**config.mk**
```make
export PLATFORM = sky130hd
export DESIGN_NAME = tbs_queue
export DESIGN_NICKNAME = d
export VERILOG_FILES = /design/src/hdl/tbs_pkg.sv /design/src/hdl/tbs_queue.sv
export SDC_FILE = /design/constraint.sdc
export NUM_CORES = 1
export LEC_CHECK = 0
export BUFFER_PORTS_ARGS = -buffer_cell sky130_fd_sc_hd__buf_2
export CAP_MARGIN = 20
export CORE_MARGIN = 8
export CORE_UTILIZATION = 47
export DETAILED_ROUTE_END_ITERATION = 8
export MAX_ROUTING_LAYER = met4
export PLACE_DENSITY = 0.75
export REMOVE_ABC_BUFFERS = 1
export SETUP_SLACK_MARGIN = 0.3
export SYNTH_ARGS = -nofsm -noshare
export SYNTH_HDL_FRONTEND = slang
export SYNTH_SLANG_ARGS = --single-unit
```
**constraint.sdc**
```tcl
create_clock -name clk -period 4.9 [get_ports clk]
set_input_delay 0.245 -clock clk [delete_from_list [all_inputs] [get_ports clk]]
set_output_delay 0.245 -clock clk [all_outputs]
set_load 0.02 [all_outputs]
```
**src/hdl/tbs_pkg.sv**
```systemverilog
// Shared types and constants for the bilinear texture sampler.
package tbs_pkg;

    localparam int MAX_DIM         = 256;
    localparam int MAX_TEXELS      = 65536;
    localparam int COORD_FRAC_BITS = 16;

    localparam int COORD_W  = 24;
    localparam int INDEX_W  = 16;
    localparam int CHAN_W   = 8;
    localparam int TEXEL_W  = 4 * CHAN_W;
    localparam int OUT_W    = 16;
    localparam int DIM_W    = $clog2(MAX_DIM) + 1;
    localparam int POS_W    = $clog2(MAX_DIM);
    localparam int ADDR_W   = $clog2(MAX_TEXELS);
    localparam int PROD_W   = COORD_FRAC_BITS + DIM_W;
    localparam int WGT_W    = 8;
    localparam int CFG_IDX_W = 3;
    localparam int CFG_DATA_W = 9;
    localparam int QUEUE_DEPTH = 2;

    typedef enum logic [CFG_IDX_W-1:0] {
        REG_TEX_WIDTH   = 3'd0,
        REG_TEX_HEIGHT  = 3'd1,
        REG_HAS_ALPHA   = 3'd2,
        REG_WRAP_REPEAT = 3'd3,
        REG_BILINEAR_ON = 3'd4
    } cfg_reg_t;

    localparam logic ACTION_WRITE  = 1'b0;
    localparam logic ACTION_SAMPLE = 1'b1;

    typedef struct packed {
        logic [DIM_W-1:0] width;
        logic [DIM_W-1:0] height;
        logic             has_alpha;
        logic             wrap_repeat;
        logic             bilinear_on;
    } cfg_t;

    typedef struct packed {
        logic               action;
        logic [INDEX_W-1:0] index;
        logic [TEXEL_W-1:0] texel;
        logic [PROD_W-1:0]  prod_u;
        logic [PROD_W-1:0]  prod_v;
    } entry_t;

endpackage

```
**src/hdl/tbs_queue.sv**
```systemverilog
// Short queue between front and back ends.
module tbs_queue (
    input  logic            clk,
    input  logic            rst_n,
    input  logic            push,
    input  tbs_pkg::entry_t push_entry,
    output logic            full,
    output logic            pop_valid,
    output tbs_pkg::entry_t pop_entry
);
    import tbs_pkg::*;

    localparam int PTR_W = $clog2(QUEUE_DEPTH);
    localparam int CNT_W = $clog2(QUEUE_DEPTH + 1);

    entry_t             slots [QUEUE_DEPTH];
    logic [PTR_W-1:0]   wr_ptr_reg;
    logic [PTR_W-1:0]   rd_ptr_reg;
    logic [CNT_W-1:0]   count_reg;
    logic               do_push;
    logic               do_pop;

    // The back end never stalls, so the head leaves every cycle it is present.
    assign do_pop  = (count_reg != '0);
    assign do_push = push && (count_reg != CNT_W'(QUEUE_DEPTH) || do_pop);

    always_ff @(posedge clk or negedge rst_n)
    begin
        if (!rst_n)
        begin
            wr_ptr_reg <= '0;
            rd_ptr_reg <= '0;
            count_reg  <= '0;
        end
        else
        begin
            if (do_push)
            begin
                wr_ptr_reg <= (wr_ptr_reg == PTR_W'(QUEUE_DEPTH - 1)) ? '0 : wr_ptr_reg + 1'b1;
            end
            if (do_pop)
            begin
                rd_ptr_reg <= (rd_ptr_reg == PTR_W'(QUEUE_DEPTH - 1)) ? '0 : rd_ptr_reg + 1'b1;
            end
            count_reg <= count_reg + CNT_W'(do_push) - CNT_W'(do_pop);
        end
    end

    always_ff @(posedge clk)
    begin
        if (do_push)
        begin
            slots[wr_ptr_reg] <= push_entry;
        end
    end

    assign full      = (count_reg == CNT_W'(QUEUE_DEPTH));
    assign pop_valid = do_pop;
    assign pop_entry = slots[rd_ptr_reg];

endmodule

```
==> flow_metrics.py, run 1 <==
metrics = {
    "global_routing": {
        "grt_use_total": 0.151,
        "grt-ovfl-total": 0,
        "grt_pass1_wl_mm": 24.8,
        "grt_max_degree": 67,
        "grt_pass1_vias": 4697,
        "antenna_found_initial": 1,
    },
    "worst_setup_path": {
        "regToRegStartpoint": "wr_ptr_reg",
        "cp_max_fo": 52,
        "crit_type": "reg -> out",
        "reg2reg_depth": 2,
        "cp-start-kind": "flop",
        "r2r-end": "slots[1][80]",
        "r2r_slack_ns": 2.82,
        "endpoint_kind": "output pin",
        "setup.worst_path.end": "pop_entry[40]",
        "required_ns": 4.66,
        "startpoint": "rd_ptr_reg",
        "cp.arrival_ns": 2.49,
    },
    "timing": {
        "max_slew_margin": 0.338,
        "tightest_slew_ns": 0.993,
        "post-route-min-period_ns": 2.74,
        "setup_viol": 0,
        "finClkSkew_ns": 0.00522,
        "maxClockFrequency_mhz": 365,
        "setup_tns_ns": 0,
        "fin_crit_sh": 0.559,
        "grt_setup_unrepaired": "false",
        "final_hold_viol_count": 0,
        "drv_slew": 0,
    },
    "die": {
        "die_w_um": 145,
        "rows": 47,
        "core-area_um2": 16400,
        "die_h_um": 145,
        "dieArea_um2": 21000,
        "io_pins": 203,
        "initial_core_util": 0.477,
    },
    "finish": {
        "mostFrequentLayoutCell": "buf_2",
        "mostFrequentLayoutCells": "buf_2, edfxtp_1, dlygate4sd3_1, mux2_4, clkbuf_16",
        "drive_gt1_frac": 0.518,
        "largest_reg_flops": 198,
        "nets": 745,
        "syn2layout_area_growth_pct": 35.6,
        "fin_cells": 874,
    },
    "clock_network": {
        "post_cts_resized": 0,
        "root_buffer": "clkbuf_16",
        "cts.sinks": 202,
        "htreeDepth": 1,
        "path_clk_slew_ns": 0.05,
        "post_cts_buffers": 0,
        "cts_buffers": 21,
        "clockBufferDepth": 3,
        "cts_tree": "yes",
        "clkLatencyLatePin_ns": 0.47,
        "hold_buffers": 100,
    },
    "route": {
        "num_vias": 4099,
        "top_layer": "met4",
        "drt-initial-drc-count": 168,
        "antenna_left": 0,
        "wirelength_mm": 15.9,
        "wl_met1_mm": 6.51,
        "via_per_inst": 4.69,
        "dr.pass1.iters": 4,
        "routedWlPerCell_um": 18.2,
        "met2_length_mm": 8.14,
        "drc": 0,
        "met3WireLength_mm": 1.03,
    },
    "job": {
        "maxCapViolations": 0,
    },
    "synthesis": {
        "syn_avg_cell_area_um2": 24.2,
        "yosysSeqAreaShare": 0.772,
        "yosys_register_bits": 202,
        "synthCells": 324,
        "yosysWarnings": 0,
        "synth_cell_types": 14,
        "synth_area_um2": 7830,
    },
    "place": {
        "place_inst": 738,
        "place_congestion": 0.718,
        "io_buffer_count": 202,
        "dpl.hpwl_mm": 10.1,
    },
    "power": {
        "power.leakage_uw": 0.00431,
        "powerDensity_nw_per_um2": 562,
        "vdd_drop_max_uv": 341,
    },
    "worst_hold_path": {
        "hp-class": "in -> reg",
        "min_from": "push",
    },
    "run_status": {
        "status": "complete, no violations",
    },
}
==> cell usage after synthesis <==
cell	number	area (µm²)
inv_1	1	3.75
dfrtp_1	4	100
nor2_1	1	3.75
xor2_1	1	8.76
nor3b_1	1	7.51
nor2b_1	2	12.5
ha_1	1	12.5
edfxtp_1	198	5950
mux2_4	99	1490
xnor2_1	3	26.3
a21oi_1	1	5.00
buf_12	10	200
buf_6	1	11.3
and2_1	1	6.26
==> final cells by class <==
class                   count  area [µm²]
inverters                   1        3.75
clock buffers              28         592
well taps                 220         275
clock inverters             6        35.0
diodes                      1        2.50
multi-input cells         110        1580
fillers                  1096        5790
flip-flops and latches    202        6050
repair buffers            306        2080
==> where the power goes <==
group	leakage (µW)	internal, µW	total [µW]	switching [µW]
combinational	0.00210	971	2020	1050
clock	0.000309	843	1440	593
sequential	0.00190	2300	2510	211
total	0.00431	4110	5970	1850
==> per-stage QoR <==
step                      power, µW  area [µm²]  hold WS (ns)  worst slack, ns  utilization
after floorplan                4100        7620       -0.0506           -0.454            -
after global placement         4470        8970        0.0498             2.64        0.546
after detailed placement       4520        8970        0.0565             2.61        0.546
after CTS                      6020       10600        0.0295             2.10        0.646
after global routing           6220       10600        0.0429             2.04        0.647
final                          5970       10600        0.0536             2.16        0.647
==> how the worst min path moves through the flow <==
stage,depth (start not counted),endpoint,slack [ns]
after detailed placement,1,count_reg[0],0.06
after global placement,1,count_reg[0],0.05
after floorplan,0,count_reg[0],-0.05
after CTS,2,wr_ptr_reg,0.03
final,2,wr_ptr_reg,0.05
after global routing,2,wr_ptr_reg,0.04
==> cell families after synthesis <==
| kind of cell | share of synthesized area |
|---|---|
| AOI/OAI and AO/OA | 0.000639 |
| muxes | 0.190 |
| buffers and inverters | 0.0275 |
| xor gates and xnor gates | 0.00448 |
| DFF | 0.772 |
| and+or+nand+nor | 0.00384 |
| adders and majority gates | 0.00160 |
==> metal layers <==
| metal | track usage | vias to the layer above |
|---|---|---|
| met5 | - | - |
| li1 | - | 1925 |
| met4 | 0.0427 | 0 |
| met1 | 0.167 | 2013 |
| met2 | 0.263 | 139 |
| met3 | 0.0414 | 22 |
==> worst max-delay path, cell delays in order, from the launching register on <==
cell	delay (ns)
dfrtp_4	1.06
buf_12	0.41
mux2_4	0.34
buf_2	0.16
Note: power is estimated with default switching activity, not from simulation.
==> inputs of run 2 (changes only) <==
- clock period: 4.9 -> 2.47 ns (I/O delays scaled with it)
==> run 2 against run 1 <==
Combinational power is 110% higher. Non-clock buffer count is 5 higher. Critical path depth stayed put. Final area is 0.59% higher. Sequential cell count stayed put. Core utilization is 0.38 points higher. Routed wire length is 0.11% higher. Hold slack better by 0.30 ns. Register-to-register slack worse by 1.8 ns. Critical endpoint is now pop_entry[12]. First-iteration DRC count is 18% higher. Sequential power is 92% higher.
==> flow_metrics.py, run 2 (synthesized netlist as in run 1, its figures left out) <==
metrics = {
    "worst_setup_path": {
        "cp_top_family": "flip-flops",
        "required_ns": 2.35,
        "cp_max_fo": 30,
        "crit_type": "reg -> out",
        "cp-start-kind": "flop",
        "crit_cells": 3,
        "reg2reg_depth": 2,
        "cp_slowest_stage_delay_ns": 0.61,
        "critical_path_buf_inv_count": 2,
        "slowest_stage": "dfrtp_4",
        "cp_cell_sequence": "buf_12, mux2_4, buf_2",
        "cp.arrival_ns": 1.92,
        "endpoint_kind": "output pin",
    },
    "timing": {
        "post-route-min-period_ns": 2.04,
        "setup_ws_ns": 0.431,
        "tightest_slew_ns": 0.573,
        "grt_setup_unrepaired": "false",
        "drv_slew": 0,
        "setup_tns_ns": 0,
        "maxClockFrequency_mhz": 490,
        "finClkSkew_ns": 0.0140,
        "setup_viol": 0,
        "final_hold_viol_count": 0,
        "max_slew_margin": 0.618,
        "fin_crit_sh": 0.825,
    },
    "job": {
        "maxCapViolations": 0,
    },
    "clock_network": {
        "htreeDepth": 1,
        "path_clk_slew_ns": 0.05,
        "cts_buffers": 21,
        "cts_tree": "yes",
        "cts.sinks": 202,
        "clkLatencyLatePin_ns": 0.49,
        "clockBufferDepth": 3,
        "root_buffer": "clkbuf_16",
    },
    "route": {
        "num_vias": 4136,
        "drc": 0,
        "via_per_inst": 4.69,
        "routedWlPerCell_um": 18.1,
        "wirelength_mm": 16.0,
        "drt-initial-drc-count": 199,
        "dr.pass1.iters": 4,
        "antenna_left": 0,
    },
    "global_routing": {
        "grt_pass1_wl_mm": 24.8,
        "grt-busiest-layer": "met2",
        "antenna_found_initial": 0,
        "grt-ovfl-total": 0,
        "grt_use_total": 0.149,
        "use_met2": 0.257,
        "grt_use_met3": 0.0429,
        "grt_pass1_vias": 4680,
        "grt_use_met1": 0.164,
        "grt_max_degree": 100,
    },
    "place": {
        "dpl.hpwl_mm": 10.0,
        "io_buffer_count": 202,
        "dp_slack_ns": 0.744,
        "place_congestion": 0.751,
    },
    "finish": {
        "nets": 750,
        "mostFrequentLayoutCell": "buf_2",
        "drive_gt1_frac": 0.513,
        "syn2layout_area_growth_pct": 36.4,
        "num-fill-cells": 1061,
        "mostFrequentLayoutCells": "buf_2, edfxtp_1, dlygate4sd3_1, mux2_4, clkbuf_16",
        "largest_reg_flops": 198,
        "antenna_cells": 0,
    },
    "power": {
        "vdd_drop_max_uv": 747,
        "powerDensity_nw_per_um2": 1120,
        "power.leakage_uw": 0.00434,
    },
    "die": {
        "die_w_um": 145,
        "core-area_um2": 16400,
        "die_h_um": 145,
        "initial_core_util": 0.477,
        "rows": 47,
        "io_pins": 203,
        "dieArea_um2": 21000,
    },
    "run_status": {
        "status": "complete, no violations",
    },
    "worst_hold_path": {
        "hp-class": "in -> reg",
        "holdPathStages": 2,
    },
}
## run 2: cell types whose count changed in the layout (fill, tap and decap cells not counted), sizes merged
cell / change
bufinv: +1
inv: +1
clkbuf: -5
buf: +3
dlygate4sd3: +2
clkinv: +6
diode: -1
## run 2: final cells by class
class	count	area, µm²	area share
inverters	1	3.75	0.000351
multi-input cells	110	1580	0.148
clock inverters	14	96.3	0.00902
repair buffers	311	2140	0.201
flip-flops and latches	202	6050	0.566
clock buffers	23	533	0.0499
well taps	220	275	0.0258
## run 2: what timing repair did
action	CTS	global route
gates resized for setup	0	0
endpoints found under the setup margin	78	0
setup buffers	1	0
endpoints found under the hold margin	203	0
hold buffers	102	0
## run 2: layer usage
layer	vias up	routed length, µm
li1	1934	-
met1	2002	6290
met2	166	8110
met3	34	1180
met4	0	384
met5	-	0
## run 2: power breakdown
group / internal [µW] / switching [µW]
combinational: 1970 / 2290
clock: 1660 / 1210
sequential: 4560 / 250
## run 2: worst paths after layout
check	startpoint	slack [ns]	end
max	rd_ptr_reg	0.43	pop_entry[12]
min	push_entry[87]	0.35	slots[1][87]
max reg2reg	wr_ptr_reg	1.00	slots[0][43]
min reg2reg	wr_ptr_reg	0.55	wr_ptr_reg
max in group asynchronous	rst_n	1.71	rd_ptr_reg
min in group asynchronous	rst_n	0.55	count_reg[1]
## run 2: through the flow
| step | hold slack (ns) | area [µm²] | utilization | total power [µW] | instances |
|---|---|---|---|---|---|
| after detailed placement | -0.0623 | 9010 | 0.549 | 9030 | 741 |
| after global placement | -0.0619 | 9010 | 0.549 | 8940 | 741 |
| after CTS | 0.336 | 10700 | 0.651 | 12100 | 881 |
| final | 0.352 | 10700 | 0.651 | 11900 | 881 |
| after global routing | 0.348 | 10700 | 0.651 | 12500 | 881 |
| after floorplan | -0.172 | 7620 | - | 7520 | 313 |
