### src/hdl/tbs_pkg.sv
// Shared types and constants for the bilinear texture sampler.
package tbs_pkg;

    localparam int MAX_DIM         = 256;
    localparam int MAX_TEXELS      = 65536;
    localparam int COORD_FRAC_BITS = 16;

    localparam int COORD_W  = 24;
    localparam int INDEX_W  = 16;
    localparam int CHAN_W   = 8;
    localparam int TEXEL_W  = 4 * CHAN_W;
    localparam int OUT_W    = 16;
    localparam int DIM_W    = $clog2(MAX_DIM) + 1;
    localparam int POS_W    = $clog2(MAX_DIM);
    localparam int ADDR_W   = $clog2(MAX_TEXELS);
    localparam int PROD_W   = COORD_FRAC_BITS + DIM_W;
    localparam int WGT_W    = 8;
    localparam int CFG_IDX_W = 3;
    localparam int CFG_DATA_W = 9;
    localparam int QUEUE_DEPTH = 2;

    typedef enum logic [CFG_IDX_W-1:0] {
        REG_TEX_WIDTH   = 3'd0,
        REG_TEX_HEIGHT  = 3'd1,
        REG_HAS_ALPHA   = 3'd2,
        REG_WRAP_REPEAT = 3'd3,
        REG_BILINEAR_ON = 3'd4
    } cfg_reg_t;

    localparam logic ACTION_WRITE  = 1'b0;
    localparam logic ACTION_SAMPLE = 1'b1;

    typedef struct packed {
        logic [DIM_W-1:0] width;
        logic [DIM_W-1:0] height;
        logic             has_alpha;
        logic             wrap_repeat;
        logic             bilinear_on;
    } cfg_t;

    typedef struct packed {
        logic               action;
        logic [INDEX_W-1:0] index;
        logic [TEXEL_W-1:0] texel;
        logic [PROD_W-1:0]  prod_u;
        logic [PROD_W-1:0]  prod_v;
    } entry_t;

endpackage

### src/hdl/tbs_front.sv
// Front end: accepts transactions and scales coordinate fractions by texture size.
module tbs_front (
    input  logic                          clk,
    input  logic                          rst_n,
    input  logic                          accept,
    input  tbs_pkg::cfg_t                 cfg,
    input  logic                          action,
    input  logic [tbs_pkg::INDEX_W-1:0]   texel_index,
    input  logic [tbs_pkg::CHAN_W-1:0]    in_red,
    input  logic [tbs_pkg::CHAN_W-1:0]    in_green,
    input  logic [tbs_pkg::CHAN_W-1:0]    in_blue,
    input  logic [tbs_pkg::CHAN_W-1:0]    in_alpha,
    input  logic [tbs_pkg::COORD_W-1:0]   coord_u,
    input  logic [tbs_pkg::COORD_W-1:0]   coord_v,
    output logic                          valid,
    output tbs_pkg::entry_t               entry
);
    import tbs_pkg::*;

    logic   valid_reg;
    entry_t entry_reg;
    entry_t entry_next;

    // The integer part of the coordinate is a whole number of texture sizes, so
    // only the fraction times the size matters for position and weight.
    always_comb
    begin
        entry_next.action = action;
        entry_next.index  = texel_index;
        entry_next.texel  = {in_alpha, in_blue, in_green, in_red};
        entry_next.prod_u = PROD_W'(coord_u[COORD_FRAC_BITS-1:0]) * PROD_W'(cfg.width);
        entry_next.prod_v = PROD_W'(coord_v[COORD_FRAC_BITS-1:0]) * PROD_W'(cfg.height);
    end

    always_ff @(posedge clk or negedge rst_n)
    begin
        if (!rst_n)
        begin
            valid_reg <= 1'b0;
        end
        else
        begin
            valid_reg <= accept;
        end
    end

    always_ff @(posedge clk)
    begin
        if (accept)
        begin
            entry_reg <= entry_next;
        end
    end

    assign valid = valid_reg;
    assign entry = entry_reg;

endmodule

### config.mk
export PLATFORM = sky130hd
export DESIGN_NAME = tbs_front
export DESIGN_NICKNAME = d
export VERILOG_FILES = /design/src/hdl/tbs_pkg.sv /design/src/hdl/tbs_front.sv
export SDC_FILE = /design/constraint.sdc
export NUM_CORES = 1
export LEC_CHECK = 0
export BUFFER_PORTS_ARGS = -buffer_cell sky130_fd_sc_hd__buf_2
export CORE_MARGIN = 10
export CORE_UTILIZATION = 53
export DETAILED_ROUTE_END_ITERATION = 8
export PLACE_DENSITY = 0.88
export SYNTH_ARGS = -nofsm -noshare
export SYNTH_HDL_FRONTEND = slang
export SYNTH_SLANG_ARGS = --single-unit
### constraint.sdc
create_clock -name clk -period 0.8 [get_ports clk]
set_clock_uncertainty 0.1 [all_clocks]
set_input_delay 0.08 -clock clk [delete_from_list [all_inputs] [get_ports clk]]
set_output_delay 0.08 -clock clk [all_outputs]
set_load 0.03 [all_outputs]
==> flow_summary.yaml, run 1 <==
cts:
  cts_sinks: 100
  clock-root-buffer: "clkbuf_16"
  clockBufferDepth: 2
  cts.clk_slew.worst_paths_ns: 0.08
  cts_tree: "yes"
  cts_max_level: 3
  numCtsBuffers: 9
worst_setup_path:
  start_kind: "input pin"
  crit_slowest_cell: "fa_1"
  critPathBufInv: 3
  end_kind: "flop"
  worstPathArrival_ns: 4.32
  critical_path.cell_chain: "buf_4 -> and2_4 -> fa_1 -> fa_1 -> fa_1 -> inv_2 -> fa_1 -> inv_2 -> ha_4 -> a21o_1 -> a21o_1 -> a21o_1 -> a221oi_4 -> o21ai_2 -> or4_1 -> nand4_1"
  path_common_cell: "fa_1"
  cpLargestDelayFamily: "adder cells"
  max_stage_delay_ns: 0.56
  crit_path_max_fanout: 8
  worstSetupPathType: "in2reg"
  required_ns: 0.93
drt:
  final_antenna_net_count: 0
  avgViaCountPerCell: 5.63
  wire_per_inst_um: 23.2
  drt_first_pass_iters: 5
  drcViolationCount: 0
  drtIter0Drc: 795
  wl_um: 43800
  vias: 10600
cells_and_area:
  final_nets: 2014
  largest_reg_flops: 99
  drive_gt1_share_pct: 42.5
  final_area_um2: 18200
  syn2layout_area_growth_pct: 52.8
  antennaDiodeCount: 0
yosys:
  synthTopCellsByCount: "inv_1 (258), fa_1 (198), and2_1 (172)"
  syn_area_um2: 11900
  synth.area.top_cells: "fa_1 (33%), edfxtp_1 (25%), ha_1 (9.4%)"
  async_flop_share_pct: 1.00
  yosys_warnings: 0
  yosysUniqueCellTypes: 45
  yosys_most_used_dff: "edfxtp_1"
  synth_top_area_share_pct: 33.3
  seq_area_frac_synth_pct: 25.2
  syn_inst: 1156
  syn_area_per_cell_um2: 10.3
  yosys.area.top_type: "fa_1"
  synth_edf_count: 99
  syn-num-nets: 1565
  yosysMostFrequentCell: "inv_1"
  ys_seq_elements: 100
global_routing:
  antenna_found_initial: 0
  grt_pass1_vias: 11700
  grt_max_degree: 42
  grt_overflow: 0
  grt_pass1_wl_um: 60900
  grt_usage_pct: 26.7
die:
  core_area_um2: 22000
  die_area_um2: 28900
  die_h_um: 170
  die_x_um: 170
  rows: 54
  initial_utilization_pct: 54.3
  pin_count: 221
sta:
  worst_pin_slew_ns: 0.348
  final_max_slew_viol_count: 0
  slew_headroom_pct: 76.6
  post-route-min-period_ns: 4.19
  final.setup.worst_slack_ns: -3.39
  finalHoldViolCount: 0
  rsz0062_at_grt: "true"
  holdWs_ns: 0.0189
  timing.final.crit_share_pct: 524
  fmaxAchievable_mhz: 239
  setup_violations: 148
outcome:
  status: "finished with violations"
  violations: "setup timing"
placed_design:
  gp_congestion: 0.863
  hpwl_um: 25200
  portBuffers: 201
  dpl_cell_area_um2: 15000
power_and_ir_drop:
  total_power_w: 0.0692
  powerDensity_nw_per_um2: 3800
  power_leakage_nw: 8.82
  ir_drop_mv: 2.59
min_path:
  worstHoldPathType: "in2reg"
job:
  cap_violations: 0
-- worst paths after layout --
path,from,endpoint,cells after the start
max,cfg[17],entry[47],16
max in group asynchronous,rst_n,valid,3
min,accept,entry[46],2
min in group asynchronous,rst_n,valid,3
-- cell type report --
cell class | count | area, µm²
multi-input combinational | 775 | 9180
clock buffer | 9 | 225
clock inverter | 7 | 91.3
sequential | 100 | 3000
inverter | 258 | 968
fill | 1055 | 3740
tap | 280 | 350
timing repair buffer | 461 | 4410
-- layout by cell type, fill, tap and decap left out, drive strengths merged, types with 2 or more instances in the layout --
master | Yosys | routed
a21o | 20 | 20
a21oi | 30 | 30
a311oi | 2 | 2
a31oi | 2 | 2
and2 | 172 | 172
and3 | 4 | 4
buf | 1 | 410
clkbuf | 22 | 9
clkinv | 0 | 5
dlygate4sd3 | 0 | 51
edfxtp | 99 | 99
fa | 198 | 198
ha | 90 | 90
inv | 258 | 260
nand2 | 134 | 134
nand2b | 2 | 2
nand3 | 5 | 5
nand4 | 5 | 5
nor2 | 25 | 25
nor2b | 3 | 3
nor3 | 3 | 3
nor4 | 2 | 2
o21a | 9 | 9
o21ai | 12 | 12
o21bai | 2 | 2
o31ai | 4 | 4
xnor2 | 27 | 27
xor2 | 9 | 9
-- what timing repair did --
action                                  CTS  global route
hold endpoints to repair                 50             0
hold buffers                             51             0
gates resized for setup                 449           133
gates cloned                              4             0
pin swaps                                93            69
endpoints found under the setup margin  147           146
setup buffers                            24            24
-- cells by family after synthesis --
| group | Yosys count | synth area share [%] |
|---|---|---|
| flip-flops | 100 | 25.2 |
| XOR/XNOR | 36 | 2.65 |
| AND/OR/NAND/NOR | 360 | 15.5 |
| AO/OA/AOI/OAI | 91 | 5.10 |
| buffers and inverters | 281 | 8.88 |
| adder cells (fa/ha/maj) | 288 | 42.7 |
-- layer usage --
layer	global-route usage, %	up-vias	wire, µm
met1	28.3	5308	14200
met4	10.9	0	2880
met5	0	-	0
met2	51.1	647	23600
li1	-	4452	-
met3	4.74	228	3170
-- power breakdown --
group          switching (W)  internal, W  total [W]
clock                0.00246      0.00225    0.00471
combinational         0.0287       0.0265     0.0552
sequential          0.000711      0.00860    0.00931
-- through the flow --
step	setup slack, ns	util [%]	instances	TNS, ns
2_1_floorplan	-3.44	-	1156	-122.01
3_3_place_gp	-3.66	68.1	1779	-150.17
4_1_cts	-3.24	79.9	1873	-147.81
3_5_place_dp	-3.79	68.1	1779	-154.14
6_report	-3.39	83.0	1890	-155.46
5_1_grt	-3.49	83.0	1890	-160.27
Note: power is estimated with default switching activity, not from simulation.
==> run 2: changes to the inputs <==
- CELL_PAD_IN_SITES_DETAIL_PLACEMENT: not set -> 1
- CELL_PAD_IN_SITES_GLOBAL_PLACEMENT: not set -> 2
- CORE_UTILIZATION: 53 -> 33
- PLACE_DENSITY: 0.88 -> 0.86
==> flow_summary.yaml, run 2 (same netlist as run 1, synthesis figures left out) <==
global_routing:
  grt_max_degree: 39
  grt_overflow: 0
  grt_pass1_wl_um: 62700
  antenna_found_initial: 0
  grt_usage_pct: 17.7
  grt_pass1_vias: 11600
worst_setup_path:
  worstSetupPathType: "in2reg"
  start_kind: "input pin"
  critPathLaunch: "coord_u[8]"
  crit_path_max_fanout: 5
  required_ns: 0.90
  worstPathArrival_ns: 4.20
  cp-endpoint: "entry[47]"
  end_kind: "flop"
die:
  pin_count: 221
  core_area_um2: 35600
  die_h_um: 210
  die_area_um2: 44100
  rows: 69
  die_x_um: 210
  initial_utilization_pct: 33.5
drt:
  avgViaCountPerCell: 4.60
  final_antenna_net_count: 0
  drcViolationCount: 0
  vias: 9708
  drtIter0Drc: 260
  wl_um: 40000
  wire_per_inst_um: 18.9
  drt_first_pass_iters: 4
cts:
  cts_sinks: 100
  clock-root-buffer: "clkbuf_16"
  numCtsBuffers: 9
  clockBufferDepth: 2
  cts.clk_slew.worst_paths_ns: 0.09
  cts_max_level: 3
  cts_tree: "yes"
placed_design:
  hpwl_um: 29900
  dpl_cell_area_um2: 15300
  placedCellCount: 1981
  portBuffers: 201
  gp_congestion: 0.810
cells_and_area:
  finish.utilization_pct: 52.4
  final_nets: 2055
  syn2layout_area_growth_pct: 56.4
  antennaDiodeCount: 0
  mostFrequentLayoutCell: "inv_1"
  stdcell_count: 2112
  final_cell_mix: "inv_1 (219), fa_1 (181), buf_4 (180)"
  final_area_um2: 18600
  drive_gt1_share_pct: 43.3
  largest_reg_flops: 99
sta:
  final_max_slew_viol_count: 0
  holdWs_ns: -0.0229
  timing.final.crit_share_pct: 512
  setup_violations: 147
  post-route-min-period_ns: 4.10
  finalHoldViolCount: 1
  worst_pin_slew_ns: 0.347
  rsz0062_at_grt: "true"
  slew_headroom_pct: 76.7
  fmaxAchievable_mhz: 244
  final.setup.worst_slack_ns: -3.30
power_and_ir_drop:
  power_leakage_nw: 9.02
  ir_drop_mv: 1.76
  powerDensity_nw_per_um2: 3590
min_path:
  worstHoldPathType: "in2async"
job:
  cap_violations: 0
outcome:
  status: "finished with violations"
  violations: "hold timing, setup timing"
-- run 2: cell count changes in the layout (fill, tap and decap cells not counted), moves of 4 or more --
cell      previous run  this run
a21oi_2             12        17
a21oi_4              9         5
buf_4              159       180
buf_6              158       179
buf_8                9        13
clkinv_8             4         0
ha_4                33        29
nand2_1             77        86
nand2_2             34        27
nor2_2               7        14
nor2_4               8         4
-- run 2: power by group --
part	leakage [nW]	internal [W]	switching, W
clock network	0.146	0.00221	0.00231
logic	7.89	0.0269	0.0261
registers	0.979	0.00861	0.000860
total	9.02	0.0377	0.0293
-- run 2: per-stage QoR --
stage | setup WS, ns | setup TNS [ns] | power (W)
after CTS | -3.26 | -152.36 | 0.0629
after global placement | -3.80 | -164.04 | 0.0486
after floorplan | -3.44 | -122.01 | 0.0344
after detailed placement | -3.95 | -168.91 | 0.0499
after global routing | -3.42 | -159.53 | 0.0724
final | -3.30 | -151.51 | 0.0670
-- run 2: layout make-up --
cell class / instances / area (µm²)
Clock inverter: 7 / 65.1
Clock buffer: 9 / 225
Inverter: 258 / 968
Tap cell: 461 / 577
Timing Repair Buffer: 502 / 4770
Multi-Input combinational cell: 775 / 9040
Sequential cell: 100 / 3000
Fill cell: 3797 / 16900
-- run 2: critical path, stage by stage --
cell and delay (ns):
buf_8 0.11, buf_6 0.12, and2_4 0.15, fa_1 0.50, fa_1 0.51, fa_1 0.52, inv_2 0.04, fa_1 0.51
inv_2 0.05, ha_4 0.21, a21o_1 0.17, a21o_1 0.21, a221oi_4 0.34, o21ai_2 0.14, or4_1 0.42, nand4_1 0.13
-- run 2: metal layers --
layer	track usage, %	vias to the layer above	routed length [µm]
met5	0	-	0
met4	4.66	0	860
met3	2.14	42	811
li1	-	4521	-
met1	19.4	5018	15500
met2	35.0	127	22900
-- run 2: how the worst min path moves through the flow --
stage / startpoint / cells past startpoint / endpoint
after floorplan: rst_n / 0 / valid
after global placement: rst_n / 1 / valid
after detailed placement: rst_n / 1 / valid
after CTS: accept / 1 / entry[16]
after global routing: accept / 1 / entry[16]
final: rst_n / 2 / valid
-- run 2: timing repair --
action                                  CTS  global route
endpoints found under the setup margin  148           149
hold buffers                             51             0
setup buffers                            46            32
pin swaps                               141           130
gates resized for setup                 457           130
gates cloned                              1             0
endpoints found under the hold margin    50             0
==> run 3: changes to the inputs <==
- CORE_MARGIN: 10 -> 2
==> flow_summary.yaml, run 3 (same netlist as run 1, synthesis figures left out) <==
die:
  initial_utilization_pct: 33.5
  die_area_um2: 37700
  core_area_um2: 35600
  rows: 69
  pin_count: 221
  die_x_um: 194
  die_h_um: 194
power_and_ir_drop:
  combPwrFrac_pct: 79.0
  switching_power_w: 0.0291
  power_leakage_nw: 9.00
  power_frac_clock_pct: 6.9
  internal-power_w: 0.0373
  ir_drop_mv: 1.79
  powerDensity_nw_per_um2: 3550
  power.share.switching_pct: 43.9
  seq_power_share_pct: 14.1
sta:
  final.setup.worst_slack_ns: -3.25
  finalHoldViolCount: 1
  timing.final.crit_share_pct: 506
  worst_pin_slew_ns: 0.320
  rsz0062_at_grt: "true"
  setup_violations: 147
  final_max_slew_viol_count: 0
  fmaxAchievable_mhz: 247
  holdWs_ns: -0.0202
  slew_headroom_pct: 78.4
  post-route-min-period_ns: 4.05
global_routing:
  grt_pass1_vias: 11500
  grt_usage_pct: 20.9
  grt_overflow: 0
  antenna_found_initial: 0
  grt_pass1_wl_um: 62200
  grt_max_degree: 32
worst_setup_path:
  end_kind: "flop"
  max_stage_delay_ns: 0.59
  crit_slowest_cell: "fa_1"
  crit_path_max_fanout: 8
  worstPathArrival_ns: 4.13
  critical_path.cell_chain: "buf_6 -> buf_12 -> buf_4 -> and2_1 -> fa_1 -> fa_1 -> fa_1 -> inv_1 -> fa_1 -> inv_1 -> ha_1 -> buf_4 -> nand2_1 -> nor3_2 -> o21ai_4 -> a21oi_2 -> and3b_1 -> a311oi_1"
  required_ns: 0.88
  start_kind: "input pin"
  path_common_cell: "fa_1"
  worstSetupPathType: "in2reg"
cts:
  clock-root-buffer: "clkbuf_16"
  cts_sinks: 100
  cts_max_level: 3
  cts_tree: "yes"
  numCtsBuffers: 9
  postCtsHoldBufs: 51
  cts.clk_slew.worst_paths_ns: 0.08
  clockBufferDepth: 2
cells_and_area:
  finish.utilization_pct: 52.6
  syn2layout_area_growth_pct: 57.0
  multi_input_area_um2: 9110
  final_area_um2: 18700
  final_nets: 2047
  fillers: 3806
  final_cell_mix: "inv_1 (217), fa_1 (180), buf_6 (174)"
  drive_gt1_share_pct: 42.8
  final-seq-area_um2: 3000
  largest_reg_flops: 99
  mostFrequentLayoutCell: "inv_1"
  antennaDiodeCount: 0
drt:
  drcViolationCount: 0
  drtIter0Drc: 272
  avgViaCountPerCell: 4.61
  final_antenna_net_count: 0
  vias: 9709
  drt_first_pass_iters: 4
  wire_per_inst_um: 18.7
  wl_um: 39400
placed_design:
  place_ws_ns: -3.83
  gp_congestion: 0.850
  dpl_cell_area_um2: 15500
  hpwl_um: 29300
  portBuffers: 201
job:
  cap_violations: 0
min_path:
  worstHoldPathType: "in2async"
outcome:
  status: "finished with violations"
  violations: "hold timing, setup timing"
-- run 3: repair_timing --
action                                 4_1_cts  5_1_grt
setup endpoints to repair                  147      148
pin swaps                                  130       67
endpoints found under the hold margin       50        1
gates resized for setup                    460      125
buffers inserted                            36       22
-- run 3: layout make-up --
| type | count | share of cell area (%) |
|---|---|---|
| timing repair buffer | 494 | 25.5 |
| inverter | 258 | 5.18 |
| tap | 461 | 3.08 |
| clock buffer | 9 | 1.20 |
| sequential | 100 | 16.0 |
| clock inverter | 7 | 0.368 |
| multi-input combinational | 775 | 48.7 |
-- run 3: power groups by stage --
stage	registers [W]	logic [W]	clock network (W)
4_1_cts	0.00940	0.0490	0.00467
5_1_grt	0.00951	0.0572	0.00484
3_5_place_dp	0.00918	0.0406	0
3_3_place_gp	0.00913	0.0394	0
2_1_floorplan	0.0117	0.0227	0
6_report	0.00938	0.0525	0.00456
-- run 3: how the worst max path moves through the flow --
| stage | start | end | cells after the start |
|---|---|---|---|
| global placement | cfg[12] | entry[47] | 18 |
| global route | cfg[9] | entry[24] | 18 |
| CTS | coord_u[6] | entry[47] | 16 |
| floorplan | cfg[17] | entry[47] | 16 |
| detailed placement | cfg[15] | entry[47] | 17 |
| finish | cfg[9] | entry[24] | 18 |
-- run 3: layer usage --
metal	global-route usage [%]	routed length, µm	vias up
met1	24.1	15300	4977
li1	-	-	4503
met4	5.42	984	0
met5	0	0	-
met2	40.8	22100	181
met3	2.21	987	48
-- run 3: critical path, delay by kind of cell --
kind / cells / cell delay, ns
AO/OA/AOI/OAI: 3 / 0.45
adder cells (fa/ha/maj): 5 / 2.35
buffers and inverters: 6 / 0.61
AND/OR/NAND/NOR: 4 / 0.65
-- run 3: per-stage QoR --
stage / power, W / hold WS (ns) / setup TNS, ns / std cells
global placement: 0.0485 / -0.245 / -154.17 / 1993
detailed placement: 0.0498 / -0.244 / -157.11 / 1993
CTS: 0.0631 / 0.0143 / -151.81 / 2092
floorplan: 0.0344 / -0.316 / -122.01 / 1156
finish: 0.0664 / -0.0202 / -150.11 / 2104
global route: 0.0716 / -0.00382 / -157.35 / 2104
